### src/huffman_code_bit_packer_top_assert.svh
// assertion macros for the huffman code bit packer
`ifndef HUFFMAN_CODE_BIT_PACKER_TOP_ASSERT_SVH
`define HUFFMAN_CODE_BIT_PACKER_TOP_ASSERT_SVH

// consequent must hold in the same cycle as the antecedent
`define HCBP_ASSERT_NOW(lbl, ante, cons) \
	lbl: assert property (@(posedge clk) disable iff (!arst_n) (ante) |-> (cons)) \
		else $error("hcbp assertion failed");

// consequent must hold in the cycle after the antecedent
`define HCBP_ASSERT_NEXT(lbl, ante, cons) \
	lbl: assert property (@(posedge clk) disable iff (!arst_n) (ante) |=> (cons)) \
		else $error("hcbp assertion failed");

`endif

### src/hcbp_pkg.sv
// package: commands, table port types and helpers for the huffman code bit packer
package hcbp_pkg;

	localparam logic [1:0] CMD_LOAD   = 2'd0;
	localparam logic [1:0] CMD_ENCODE = 2'd1;
	localparam logic [1:0] CMD_FLUSH  = 2'd2;

	typedef struct packed {
		logic        wr_en;
		logic        rd_en;
		logic [7:0]  addr;
		logic [31:0] value;
		logic [5:0]  len;
	} tbl_req_t;

	typedef struct packed {
		logic [31:0] value;
		logic [5:0]  len;
	} tbl_rsp_t;

	// right-align the top rem bits of a left-aligned byte
	function automatic logic [6:0] hcbp_align(input logic [7:0] top, input logic [2:0] rem);
		logic [7:0] sh;
		sh = top >> (4'd8 - {1'b0, rem});
		return sh[6:0];
	endfunction

endpackage

### src/hcbp_packer.sv
// command sequencer, bit merge, byte emitter and output register
`include "huffman_code_bit_packer_top_assert.svh"

module hcbp_packer import hcbp_pkg::*; #(
	parameter int CAP = 32
) (
	input  logic        clk,
	input  logic        arst_n,
	input  logic        req_valid,
	output logic        req_stall,
	input  logic [1:0]  command,
	input  logic [7:0]  symbol,
	input  logic [31:0] code_value,
	input  logic [5:0]  code_length,
	output tbl_req_t    tbl_req,
	input  tbl_rsp_t    tbl_rsp,
	output logic        byte_valid,
	input  logic        byte_stall,
	output logic [7:0]  packed_byte,
	output logic        last_of_run,
	output logic [31:0] bytes_emitted
);

	localparam int BUF_W = CAP + 8;
	localparam int SH_W  = $clog2(BUF_W + 1);
	localparam int MAXB  = (CAP + 7) / 8;
	localparam int CNT_W = $clog2(MAXB + 1);

	localparam logic [1:0] ST_IDLE = 2'd0;
	localparam logic [1:0] ST_LOOK = 2'd1;
	localparam logic [1:0] ST_EMIT = 2'd2;

	logic [1:0]       state_q;
	logic [BUF_W-1:0] buf_q;
	logic [CNT_W-1:0] left_q;
	logic [2:0]       rem_q;
	logic [6:0]       partial_q;
	logic [2:0]       pend_q;
	logic [31:0]      cnt_q;
	logic             bv_q;
	logic [7:0]       pb_q;
	logic             last_q;

	logic             accept;
	logic             out_free;
	logic             load_out;
	logic [SH_W-1:0]  len_s;
	logic [SH_W-1:0]  pend_s;
	logic [SH_W-1:0]  total;
	logic [BUF_W-1:0] p_al;
	logic [BUF_W-1:0] v_al;
	logic [BUF_W-1:0] w;
	logic [CNT_W-1:0] nb;
	logic [2:0]       rem;
	logic [31:0]      cnt_nx;

	assign req_stall = (state_q != ST_IDLE);
	assign accept    = req_valid && !req_stall;
	assign out_free  = !bv_q || !byte_stall;
	assign load_out  = (state_q == ST_EMIT) && out_free;

	always_comb begin
		tbl_req.wr_en = accept && (command == CMD_LOAD);
		tbl_req.rd_en = accept && (command == CMD_ENCODE);
		tbl_req.addr  = symbol;
		tbl_req.value = code_value;
		tbl_req.len   = code_length;
	end

	// merge pending bits and the looked-up code, left aligned
	always_comb begin
		len_s  = SH_W'(tbl_rsp.len);
		pend_s = SH_W'(pend_q);
		p_al   = BUF_W'(partial_q) << (SH_W'(BUF_W) - pend_s);
		v_al   = (BUF_W'(tbl_rsp.value[CAP-1:0]) << (SH_W'(BUF_W) - len_s)) >> pend_s;
		w      = p_al | v_al;
		total  = pend_s + len_s;
		nb     = CNT_W'(total >> 3);
		rem    = total[2:0];
		cnt_nx = (cnt_q == 32'hFFFF_FFFF) ? cnt_q : cnt_q + 32'd1;
	end

	always_ff @(posedge clk or negedge arst_n) begin
		if (!arst_n) begin
			state_q   <= ST_IDLE;
			partial_q <= '0;
			pend_q    <= '0;
			cnt_q     <= '0;
			bv_q      <= 1'b0;
		end else begin
			unique case (state_q)
				ST_IDLE: begin
					if (accept) begin
						if (command == CMD_ENCODE) begin
							state_q <= ST_LOOK;
						end else if (command == CMD_FLUSH && pend_q != 3'd0) begin
							state_q <= ST_EMIT;
						end
					end
				end
				ST_LOOK: begin
					if (nb == '0) begin
						partial_q <= hcbp_align(w[BUF_W-1 -: 8], rem);
						pend_q    <= rem;
						state_q   <= ST_IDLE;
					end else begin
						state_q <= ST_EMIT;
					end
				end
				ST_EMIT: begin
					if (out_free) begin
						cnt_q <= cnt_nx;
						if (left_q == CNT_W'(1)) begin
							partial_q <= hcbp_align(buf_q[BUF_W-9 -: 8], rem_q);
							pend_q    <= rem_q;
							state_q   <= ST_IDLE;
						end
					end
				end
				default: begin
					state_q <= ST_IDLE;
				end
			endcase
			if (load_out) begin
				bv_q <= 1'b1;
			end else if (!byte_stall) begin
				bv_q <= 1'b0;
			end
		end
	end

	always_ff @(posedge clk) begin
		if (accept && command == CMD_FLUSH) begin
			buf_q  <= p_al;
			left_q <= CNT_W'(1);
			rem_q  <= 3'd0;
		end else if (state_q == ST_LOOK) begin
			buf_q  <= w;
			left_q <= nb;
			rem_q  <= rem;
		end else if (load_out) begin
			pb_q   <= buf_q[BUF_W-1 -: 8];
			last_q <= (left_q == CNT_W'(1));
			buf_q  <= buf_q << 8;
			left_q <= left_q - CNT_W'(1);
		end
	end

	assign byte_valid    = bv_q;
	assign packed_byte   = pb_q;
	assign last_of_run   = last_q;
	assign bytes_emitted = cnt_q;

	`HCBP_ASSERT_NEXT(a_look_after_encode, accept && command == CMD_ENCODE, state_q == ST_LOOK)
	`HCBP_ASSERT_NOW(a_emit_left, state_q == ST_EMIT, left_q != '0 && left_q <= CNT_W'(MAXB))
	`HCBP_ASSERT_NOW(a_rsp_len_cap, state_q == ST_LOOK, tbl_rsp.len <= 6'(CAP))
	`HCBP_ASSERT_NEXT(a_cnt_step, load_out && cnt_q != 32'hFFFF_FFFF, cnt_q == $past(cnt_q) + 32'd1)

endmodule

### config.mk
export PLATFORM = sky130hd
export DESIGN_NAME = hcbp_packer
export DESIGN_NICKNAME = d
export VERILOG_FILES = /design/src/hcbp_pkg.sv /design/src/hcbp_packer.sv
export VERILOG_INCLUDE_DIRS = /design/src /design/src/src
export SDC_FILE = /design/constraint.sdc
export NUM_CORES = 1
export LEC_CHECK = 0
export BUFFER_PORTS_ARGS = -buffer_cell sky130_fd_sc_hd__buf_2
export CAP_MARGIN = 20
export CORE_MARGIN = 3
export CORE_UTILIZATION = 40
export CTS_CLUSTER_SIZE = 28
export DETAILED_ROUTE_END_ITERATION = 16
export MAX_ROUTING_LAYER = met4
export SYNTH_ARGS = -nofsm -noshare
export SYNTH_HDL_FRONTEND = slang
export SYNTH_SLANG_ARGS = --single-unit
### constraint.sdc
create_clock -name clk -period 5.03 [get_ports clk]
set_input_delay 0.2515 -clock clk [delete_from_list [all_inputs] [get_ports clk]]
set_output_delay 0.2515 -clock clk [all_outputs]
set_load 0.01 [all_outputs]
* Word level (Yosys, flattened, before mapping)
Cells that the tools add are included.
W data, S select, Z words.
** Storage, ports and cells
- Flip-flop bits (word level) :: 100
- Input bits :: 90
- Output and inout port bits :: 91
- Word-level logic and storage cells :: 82
** Operators by class
- Add/sub/neg operators :: 7
- Equal/unequal tests :: 12
- Shift operators :: 5
- Muxes and demuxes :: 22
- Bitwise logic cells :: 4
- Reductions and logical operators :: 22
** Operator list (number)
- $mux W40 :: 3
- $or A40 B40 Y40 :: 1
- $shl A32 B6 Y40 :: 1
- $shl A7 B6 Y40 :: 1
- $shr A40 B3 Y40 :: 1
- $add A32 B1 Y32 const B :: 1
- $eq A32 B32 Y1 const B :: 1
- $mux W7 :: 3
- $shr A8 B4 Y7 :: 2
- $mux W3 :: 5
- $pmux W7 S2 :: 1
- $mux W2 :: 6
- $reduce_and A4 Y1 :: 2
- $sub A4 B3 Y4 const A :: 2
- $add A3 B6 Y6 :: 1
- $logic_and A1 B1 Y1 :: 6
- $ne A2 B2 Y1 const B :: 3
- $pmux W2 S3 :: 1
- $pmux W3 S2 :: 1
- $reduce_and A3 Y1 :: 2
- $reduce_bool A2 Y1 :: 3
- $reduce_bool A3 Y1 :: 2
- $sub A6 B3 Y6 const A :: 1
- $sub A6 B6 Y6 const A :: 1
- 12 further kinds :: 21

* Depth between registers and ports, before layout
Gate-level depths: netlist of the first run.
- Depth after elaboration :: 7
- Mapped depth :: 19
- Depth with buffers taken out :: 13

* Worst setup path before layout of the first run
No wires, ideal clock.
- Kind :: input port to flip-flop
- From :: input port tbl_rsp[0] in the netlist's numbering
- To :: register buf_q[10], data pin
- Library setup time :: 0.256 ns
- Data arrival time :: 3.584 ns
- Data required time :: 4.774 ns
- Slack :: 1.190 ns
- Stages :: 17
- Path buffers :: 6
- Path through :: buf_6 > buf_4 > buf_4 > inv_1 > ha_1 > buf_2 > buf_2 > clkbuf_1 > mux4_2 > mux4_2 > and2_0 > o21ai_0 > o21ai_0 > mux2i_1 > and2_1 > a211oi_1 > a31o_2
** On the way
- Cells in the longest elaborated chain, start to end :: 6
** Ends and longest elaborated chain
- start, declared :: RTL line hcbp_packer.sv:16 : input tbl_rsp_t tbl_rsp,
- $sub A6 B6 Y6 :: RTL line hcbp_packer.sv:75 : v_al = (BUF_W'(tbl_rsp.value[CAP-1:0]) << (SH_W'(BUF_W) - len_s)) >> pend_s;
- $shl A32 B6 Y40 :: RTL line hcbp_packer.sv:75
- $shr A40 B3 Y40 :: RTL line hcbp_packer.sv:75
- $or A40 B40 Y40 :: RTL line hcbp_packer.sv:76 : w = p_al | v_al;
- $mux W40 :: RTL line hcbp_packer.sv:137 : end else if (state_q == ST_LOOK) begin
- $mux W40 :: RTL line hcbp_packer.sv:133 : if (accept && command == CMD_FLUSH) begin
- end signal, assigned :: RTL line hcbp_packer.sv:134 : buf_q <= p_al;
- end signal, assigned :: RTL line hcbp_packer.sv:138 : buf_q <= w;
- end signal, assigned :: RTL line hcbp_packer.sv:144 : buf_q <= buf_q << 8;
- end, declared :: RTL line hcbp_packer.sv:34 : logic [BUF_W-1:0] buf_q;
Every way passes these cells.
A chain may end at the register's enable or synchronous reset.

* Worst setup path in the final report of the first run
- From :: input port tbl_rsp[1] in the netlist's numbering
- To :: register partial_q[1]
** On the way
- Cells in the longest elaborated chain, start to end :: 7
- Elaborated cells between the ends (all ways) :: 12
- Classes of those cells :: 3 x add/sub; 1 x eq/ne; 3 x shift; 2 x mux; 1 x bitwise; 2 x reduce/logical
** Ends and longest elaborated chain
- $sub A6 B6 Y6 :: RTL line hcbp_packer.sv:75
- $shl A32 B6 Y40 :: RTL line hcbp_packer.sv:75
- $shr A40 B3 Y40 :: RTL line hcbp_packer.sv:75
- $or A40 B40 Y40 :: RTL line hcbp_packer.sv:76
- $shr A8 B4 Y7 :: RTL line hcbp_pkg.sv:24 : sh = top >> (4'd8 - {1'b0, rem});
- $mux W7 :: RTL line hcbp_packer.sv:102 : if (nb == '0) begin
- $pmux W7 S2 :: RTL line hcbp_packer.sv:91 : unique case (state_q)
- end signal, assigned :: RTL line hcbp_packer.sv:103 : partial_q <= hcbp_align(w[BUF_W-1 -: 8], rem);
- end signal, assigned :: RTL line hcbp_packer.sv:114 : partial_q <= hcbp_align(buf_q[BUF_W-9 -: 8], rem_q);
- end, declared :: RTL line hcbp_packer.sv:37 : logic [6:0] partial_q;
Several ways; a longest one is shown, not always the timed one. The select of a mux whose other input is x is not followed.

==> flow_summary_export.csv, run 1 <==
group,metric,value,unit
run_status,run_status,"completed",
floorplanning,ios,181,
sta,final-setup-viol-count,0,
global_routing,number_of_global_route_vias_before_repair,8178,
drt,routed_wire_length_per_instance,19.2,um
floorplanning,die_height,160,um
placement,io_buffer_count,88,
placement,detailedPlacementHpwl,20.5,mm
sta,clock-skew-final,15.7,ps
final_layout,fillerInstances,2322,
floorplanning,die_w,160,um
global_routing,grt_overflow,0,
logic_synthesis,postSynthNetCount,1191,
sta,slew_viol_final,0,
setup_path,critPathMaxFanout,23,
cts,cts_tree,"built",
floorplanning,die_area,0.0257,mm^2
cts,cts_inserted_buffers,9,
setup_path,crit_path_cell_trace,"buf_2, inv_1, ha_1, xor2_2, buf_4, mux2i_1, o21ai_0, and3_1, a221oi_1, nor3_1, a211o_1, a31oi_1, o22ai_2",
logic_synthesis,synth.cell_area,0.00952,mm^2
final_layout,layout.area.seq,0.00272,mm^2
run,drv.max_cap_violation_count,0,
sta,maxSlewHeadroom,45.3,%
final_layout,num_antenna_cells,0,
hold_path,worst_hold_path_type,"in2reg",
logic_synthesis,postSynthCellCount,1089,
cts,cts_root_buf,"sky130_fd_sc_hd__clkbuf_16",
final_layout,nNetsFinal,1194,
logic_synthesis,yosysWarnings,0,
setup_path,crit_required,5280,ps
setup_path,reg2reg_setup_slack,1340,ps
drt,vias_per_cell,6.04,
drt,first_pass_iters,5,
sta,post-route-min-period,3860,ps
logic_synthesis,ys_seq_area_share,28.5,%
logic_synthesis,synth_seq_cells,100,
hold_path,worst_hold_startpoint,"command[1]",
floorplanning,placementRows,55,
global_routing,globalRouteTotalUtil,21.3,%
drt,wl,27.0,mm
setup_path,arrival,4110,ps
logic_synthesis,number_of_enable_type_register_cells_in_the_synthesized_netlist,49,
pwr,power.density_cell_area,513,mW/mm^2
drt,antenna_violating_nets_post_route,0,
logic_synthesis,postSynthAreaPerCell,8.74,um^2
sta,grt_setup_unrepaired,"no",
hold_path,hold_path_end,"state_q[0]$_DFFE_PN0P_",
setup_path,worstReg2RegStart,"pend_q[1]$_DFFE_PN0P_",
cts,clockBufferDepth,2,
sta,tightest_slew,800,ps
final_layout,post_route_cells_drive_above_1_share,20.2,%
sta,worst_hold_slack,103,ps
drt,first_iteration_detailed_routing_drc_count,932,
final_layout,area_of_the_multi_input_gates,0.00599,mm^2
drt,drc,0,
hold_path,holdPathStages,2,
setup_path,ff2ff_path_depth,12,
cts,cts.htree.levels,3,
cts,clock_insertion_delay_worst_skew,360,ps
cts,buffer_count_from_post_cts_setup_fixing,0,
global_routing,antenna_found_initial,0,
floorplanning,core,0.0230,mm^2
sta,final.setup.tns,0,ps
pwr,max-vdd-ir-drop,0.285,mV
placement,routability_congestion,0.974,
setup_path,slowest_delay,520,ps
setup_path,timing_worst_setup_path_type,"in2reg",
setup_path,timing.critical_path.slowest_stage_cell,"sky130_fd_sc_hd__mux2i_1",
final_layout,area_delta_synth_final,7.16,%
global_routing,grt_first_pass_wirelength,43.6,mm
pwr,power.leakage,4.06,nW
drt,total_via_count_after_detailed_routing,8520,
logic_synthesis,synthFlopType,"sky130_fd_sc_hd__edfxtp_1",
global_routing,grt_max_degree,58,
setup_path,worst_r2r_endpoint,"partial_q[0]$_DFFE_PN0P_",
logic_synthesis,synthDistinctLibCells,81,
floorplanning,effective_utilization_at_floorplan,41.4,%
setup_path,worst_setup_path_start_kind,"primary input",
logic_synthesis,async_reset_ff_share,45.0,%
cts,tritoncts_num_sinks,100,
sta,maxClockFrequency,259,MHz
sta,timing.final.hold_violations,0,
cts,clk_pin_slew,90,ps
sta,period_share,76.8,%
setup_path,worst_setup_path_end_kind,"register",
flip-flops by register name, indices dropped and copies added, names as in the netlist, 2 cells and up:
register and flops:
buf_q 40, bytes_emitted 32, packed_byte 8, partial_q 7
left_q 3, pend_q 3, rem_q 3, state_q 2
synthesized netlist by cell type, types with 6 or more instances:
cell type,count,area [um^2]
sky130_fd_sc_hd__a211oi_1,28,210
sky130_fd_sc_hd__a21oi_1,50,250
sky130_fd_sc_hd__a221oi_1,6,52.6
sky130_fd_sc_hd__a22oi_1,6,45.0
sky130_fd_sc_hd__a31oi_1,15,93.8
sky130_fd_sc_hd__and2_1,11,68.8
sky130_fd_sc_hd__and3_1,9,56.3
sky130_fd_sc_hd__buf_1,7,26.3
sky130_fd_sc_hd__buf_2,13,65.1
sky130_fd_sc_hd__buf_4,49,368
sky130_fd_sc_hd__clkbuf_1,48,180
sky130_fd_sc_hd__dfrtp_1,45,1130
sky130_fd_sc_hd__dfxtp_1,6,120
sky130_fd_sc_hd__edfxtp_1,49,1470
sky130_fd_sc_hd__ha_1,11,138
sky130_fd_sc_hd__inv_1,27,101
sky130_fd_sc_hd__mux2_2,30,338
sky130_fd_sc_hd__mux2i_1,72,721
sky130_fd_sc_hd__mux4_2,34,766
sky130_fd_sc_hd__nand2_1,91,342
sky130_fd_sc_hd__nand2b_1,13,81.3
sky130_fd_sc_hd__nand3_1,45,225
sky130_fd_sc_hd__nand4_1,9,56.3
sky130_fd_sc_hd__nor2_1,112,420
sky130_fd_sc_hd__nor2b_1,6,37.5
sky130_fd_sc_hd__nor3_1,29,145
sky130_fd_sc_hd__nor3b_1,6,45.0
sky130_fd_sc_hd__nor4_1,8,50.1
sky130_fd_sc_hd__o211ai_1,18,135
sky130_fd_sc_hd__o21a_1,7,52.6
sky130_fd_sc_hd__o21ai_0,75,375
sky130_fd_sc_hd__o22a_1,9,78.8
sky130_fd_sc_hd__o22ai_1,12,75.1
sky130_fd_sc_hd__or3_1,8,50.1
sky130_fd_sc_hd__xnor2_1,23,201
sky130_fd_sc_hd__xor2_1,16,140
routing by layer:
| metal | track usage [%] | share of wire, % | routed length [um] |
|---|---|---|---|
| met5 | - | 0 | 0 |
| met4 | 8.28 | 3.9 | 1050 |
| met2 | 33.1 | 46 | 12400 |
| met3 | 3.61 | 5.8 | 1560 |
| met1 | 27.8 | 45 | 12100 |
how the worst max path moves through the flow:
stage | endpoint | slack [ps] | start | cells past startpoint
after detailed placement | partial_q[1]$_DFFE_PN0P_ | 880 | tbl_rsp[1] | 14
after floorplan | buf_q[10]$_SDFFCE_PP0P_ | 1190 | tbl_rsp[0] | 17
after CTS | partial_q[1]$_DFFE_PN0P_ | 1270 | tbl_rsp[1] | 14
final | partial_q[1]$_DFFE_PN0P_ | 1170 | tbl_rsp[1] | 13
after global routing | partial_q[1]$_DFFE_PN0P_ | 790 | tbl_rsp[1] | 13
after global placement | partial_q[1]$_DFFE_PN0P_ | 960 | tbl_rsp[0] | 12
layout make-up:
class / instances / share of cell area [%]
multi-input cells: 836 / 58.7
inverters: 30 / 1.10
clock buffers: 9 / 2.21
well taps: 313 / 3.84
repair buffers: 115 / 6.60
flip-flops and latches: 100 / 26.6
clock inverters: 7 / 0.895
kinds of logic after synthesis:
| group | after synthesis | share of synthesized area, % |
|---|---|---|
| adder cells (fa/ha/maj) | 12 | 1.66 |
| AND/OR/NAND/NOR | 363 | 17.9 |
| multiplexers | 137 | 19.4 |
| AO/OA/AOI/OAI | 283 | 19.9 |
| flip-flops | 100 | 28.5 |
| XOR/XNOR | 41 | 3.93 |
| buffers and inverters | 153 | 8.65 |
stage by stage:
| stage | utilization, % | power (mW) | std cells | setup WS [ps] | instance area (um^2) |
|---|---|---|---|---|---|
| after floorplan | - | 3.69 | 1089 | 1190 | 9520 |
| after global placement | 42.8 | 4.47 | 1391 | 958 | 9840 |
| after detailed placement | 42.8 | 4.47 | 1391 | 879 | 9840 |
| after CTS | 44.2 | 5.21 | 1407 | 1270 | 10200 |
| after global routing | 44.4 | 5.65 | 1410 | 789 | 10200 |
| final | 44.4 | 5.24 | 1410 | 1170 | 10200 |
worst max-delay path, delay by kind of cell:
kind | cells | cell delay, ps
AO/OA/AOI/OAI | 5 | 1300
XOR/XNOR | 1 | 500
adder cells (fa/ha/maj) | 1 | 460
buffers and inverters | 3 | 700
multiplexers | 1 | 520
AND/OR/NAND/NOR | 2 | 360
report_power, final:
part / internal [mW] / switching [mW]
clock network: 0.360 / 0.356
logic: 1.17 / 1.92
registers: 1.22 / 0.211
total: 2.75 / 2.48
cell usage in the layout (no fill, tap or decap), types with 13 or more instances in the layout:
cell type | synthesis | final
sky130_fd_sc_hd__a21oi_1 | 50 | 50
sky130_fd_sc_hd__mux2_2 | 30 | 30
sky130_fd_sc_hd__nor3_1 | 29 | 29
sky130_fd_sc_hd__inv_1 | 27 | 27
sky130_fd_sc_hd__o211ai_1 | 18 | 18
sky130_fd_sc_hd__a31oi_1 | 15 | 15
sky130_fd_sc_hd__xnor2_1 | 23 | 23
sky130_fd_sc_hd__dfrtp_1 | 45 | 44
sky130_fd_sc_hd__o21ai_0 | 75 | 75
sky130_fd_sc_hd__mux2i_1 | 72 | 72
sky130_fd_sc_hd__nor2_1 | 112 | 112
sky130_fd_sc_hd__xor2_1 | 16 | 16
sky130_fd_sc_hd__a211oi_1 | 28 | 28
sky130_fd_sc_hd__nand2_1 | 91 | 91
sky130_fd_sc_hd__nand3_1 | 45 | 44
sky130_fd_sc_hd__edfxtp_1 | 49 | 49
sky130_fd_sc_hd__nand2b_1 | 13 | 13
sky130_fd_sc_hd__mux4_2 | 34 | 34
sky130_fd_sc_hd__buf_4 | 49 | 25
sky130_fd_sc_hd__buf_2 | 13 | 87
repair_timing:
item                                   4_1_cts  5_1_grt
gates resized for setup                      0        0
endpoints found under the hold margin        0        9
hold buffers                                 0        1
Power figures use the tool's default switching activity.
==> run 2, diff against run 1 <==
==> constraint.sdc (replaced) <==
create_clock -name clk -period 3.6 [get_ports clk]
set_input_delay 0.18 -clock clk [delete_from_list [all_inputs] [get_ports clk]]
set_output_delay 0.18 -clock clk [all_outputs]
set_load 0.01 [all_outputs]
==> run 2 against run 1 <==
- sequential share of layout area fell by 1.5 points
- non-clock buffer count rose by 74
- register-to-register slack got worse by 1000 ps
- setup slack got worse by 860 ps
- hold slack got worse by 73 ps
- global-route usage rose by 0.75 points
- sequential cell count did not move
- via count rose by 1.3%
- final area rose by 5.9%
- sequential power rose by 36%
- critical path type is now reg2reg
- largest cell class unchanged
==> flow_summary_export.csv, run 2 (same netlist as run 1, synthesis figures left out) <==
group,metric,value,unit
setup_path,crit_path_cell_trace,"ha_1, inv_1, fa_1, nor2b_1, o21ai_0, xnor2_1, or2_2, o22ai_1, nand2_1, or4b_2, a31oi_1, a221o_1, nor2_1",
floorplanning,placementRows,55,
final_layout,area_delta_synth_final,13.5,%
pwr,cellInternalPower,4.14,mW
setup_path,worst_setup_path_end_kind,"register",
global_routing,globalRouteTotalUtil,22.0,%
hold_path,worst_hold_path_type,"in2reg",
pwr,power.density_cell_area,710,mW/mm^2
sta,grt_setup_unrepaired,"no",
final_layout,num_antenna_cells,0,
sta,maxClockFrequency,304,MHz
pwr,netSwitchingFraction,46.0,%
cts,cts_inserted_buffers,9,
cts,clock_insertion_delay_worst_skew,360,ps
drt,first_iteration_detailed_routing_drc_count,753,
cts,buffer_count_from_post_cts_setup_fixing,0,
final_layout,mostFrequentLayoutCell,"sky130_fd_sc_hd__nor2_1",
drt,first_pass_iters,6,
global_routing,number_of_global_route_vias_before_repair,8345,
final_layout,utilization,47.0,%
final_layout,commonest_cells_after_routing_fill_and_taps_aside,"sky130_fd_sc_hd__nor2_1 (112), sky130_fd_sc_hd__buf_4 (97), sky130_fd_sc_hd__nand2_1 (91), sky130_fd_sc_hd__buf_2 (87), sky130_fd_sc_hd__o21ai_0 (75)",
cts,cts_root_buf,"sky130_fd_sc_hd__clkbuf_16",
final_layout,nNetsFinal,1268,
run_status,run_status,"completed",
sta,period_share,91.4,%
placement,post-place-cells,1465,
sta,maxSlewHeadroom,48.9,%
cts,cts.htree.levels,3,
pwr,power.switching,3.53,mW
floorplanning,ios,181,
final_layout,fillerInstances,2324,
setup_path,timing.critical_path.slowest_stage_cell,"sky130_fd_sc_hd__or4b_2",
placement,routability_congestion,0.958,
pwr,max-vdd-ir-drop,0.321,mV
floorplanning,die_area,0.0257,mm^2
final_layout,largest_reg_flops,40,
pwr,power.leakage,4.43,nW
placement,io_buffer_count,88,
drt,antenna_violating_nets_post_route,0,
sta,timing.final.hold_violations,0,
setup_path,slowest_delay,640,ps
final_layout,area_of_the_multi_input_gates,0.00602,mm^2
setup_path,arrival,3530,ps
global_routing,antenna_found_initial,0,
cts,hold_buffers,0,
drt,drc,0,
pwr,clockPowerShare,13.0,%
pwr,power_frac_seq,25.3,%
global_routing,grt_max_degree,57,
sta,clock-skew-final,15.3,ps
run,drv.max_cap_violation_count,0,
floorplanning,effective_utilization_at_floorplan,41.4,%
cts,tritoncts_num_sinks,100,
sta,slew_viol_final,0,
sta,tightest_slew,760,ps
cts,post_cts.resized_instances,0,
final_layout,design_area,0.0108,mm^2
setup_path,crit_required,3840,ps
setup_path,timing_worst_setup_path_type,"reg2reg",
final_layout,registers.top_by_ff_count,"buf_q",
final_layout,layout.area.seq,0.00272,mm^2
placement,detailed_place.area,0.0104,mm^2
drt,vias_per_cell,5.81,
sta,post-route-min-period,3290,ps
sta,final-setup-viol-count,0,
floorplanning,die_height,160,um
final_layout,post_route_cells_drive_above_1_share,25.3,%
cts,cts_tree,"built",
placement,detailedPlacementHpwl,22.1,mm
drt,wl,28.0,mm
global_routing,grt_overflow,0,
drt,total_via_count_after_detailed_routing,8629,
cts,clk_pin_slew,80,ps
setup_path,critPathMaxFanout,4,
floorplanning,core,0.0230,mm^2
cts,clockBufferDepth,2,
global_routing,grt_first_pass_wirelength,44.9,mm
drt,routed_wire_length_per_instance,18.9,um
floorplanning,die_w,160,um
setup_path,worst_setup_path_start_kind,"register",
final_layout,fin_cells,1484,
pwr,power.share.combinational,61.8,%
==> run 2: stage by stage <==
step | hold slack (ps) | setup slack [ps] | setup TNS [ps] | total power [mW]
final | 29.9 | 308 | 0 | 7.67
after global placement | 360 | 75.9 | 0 | 6.65
after floorplan | -116 | -5.43 | -5.43 | 5.17
after global routing | 33.6 | 95.4 | 0 | 8.28
after CTS | 20.1 | 284 | 0 | 7.66
after detailed placement | 360 | 66.3 | 0 | 6.65
==> run 2: final timing paths <==
| path | cells past startpoint | startpoint | to | slack [ps] |
|---|---|---|---|---|
| max | 13 | pend_q[0]$_DFFE_PN0P_ | partial_q[0]$_DFFE_PN0P_ | 310 |
| min | 2 | command[1] | state_q[0]$_DFFE_PN0P_ | 30 |
| max reg2reg | 13 | pend_q[0]$_DFFE_PN0P_ | partial_q[0]$_DFFE_PN0P_ | 310 |
| min reg2reg | 0 | buf_q[34]$_DFFE_PP_ | packed_byte[2]$_DFFE_PP_ | 420 |
| max in group asynchronous | 3 | arst_n | bytes_emitted[16]$_DFFE_PN0P_ | 2910 |
| min in group asynchronous | 2 | arst_n | partial_q[4]$_DFFE_PN0P_ | 220 |
==> run 2: critical path, delay by kind of cell, from the launching register on <==
family	cells	cell delay, ps
XOR/XNOR	1	230
AND/OR/NAND/NOR	5	1240
flip-flops	1	410
buffers and inverters	1	60
adder cells (fa/ha/maj)	2	540
AO/OA/AOI/OAI	4	680
==> run 2: layer usage <==
| layer | global-route usage [%] | vias to the layer above | wire (um) |
|---|---|---|---|
| met4 | 7.22 | 0 | 710 |
| li1 | - | 4186 | - |
| met3 | 2.63 | 45 | 1240 |
| met5 | - | - | 0 |
| met1 | 29.1 | 4144 | 12600 |
| met2 | 35.5 | 254 | 13500 |
==> run 2: cell type report <==
type	instances	area share, %
Clock inverter	7	0.845
Clock buffer	9	2.08
Inverter	30	1.04
Multi-Input combinational cell	836	55.7
Sequential cell	100	25.2
Tap cell	313	3.62
Timing Repair Buffer	189	11.6
==> run 2: power groups by stage <==
stage	combinational [mW]	clock, mW	sequential [mW]
floorplan	3.24	0	1.93
global placement	4.69	0	1.96
detailed placement	4.68	0	1.97
CTS	4.69	1.02	1.95
global route	5.23	1.06	1.99
finish	4.74	0.994	1.94
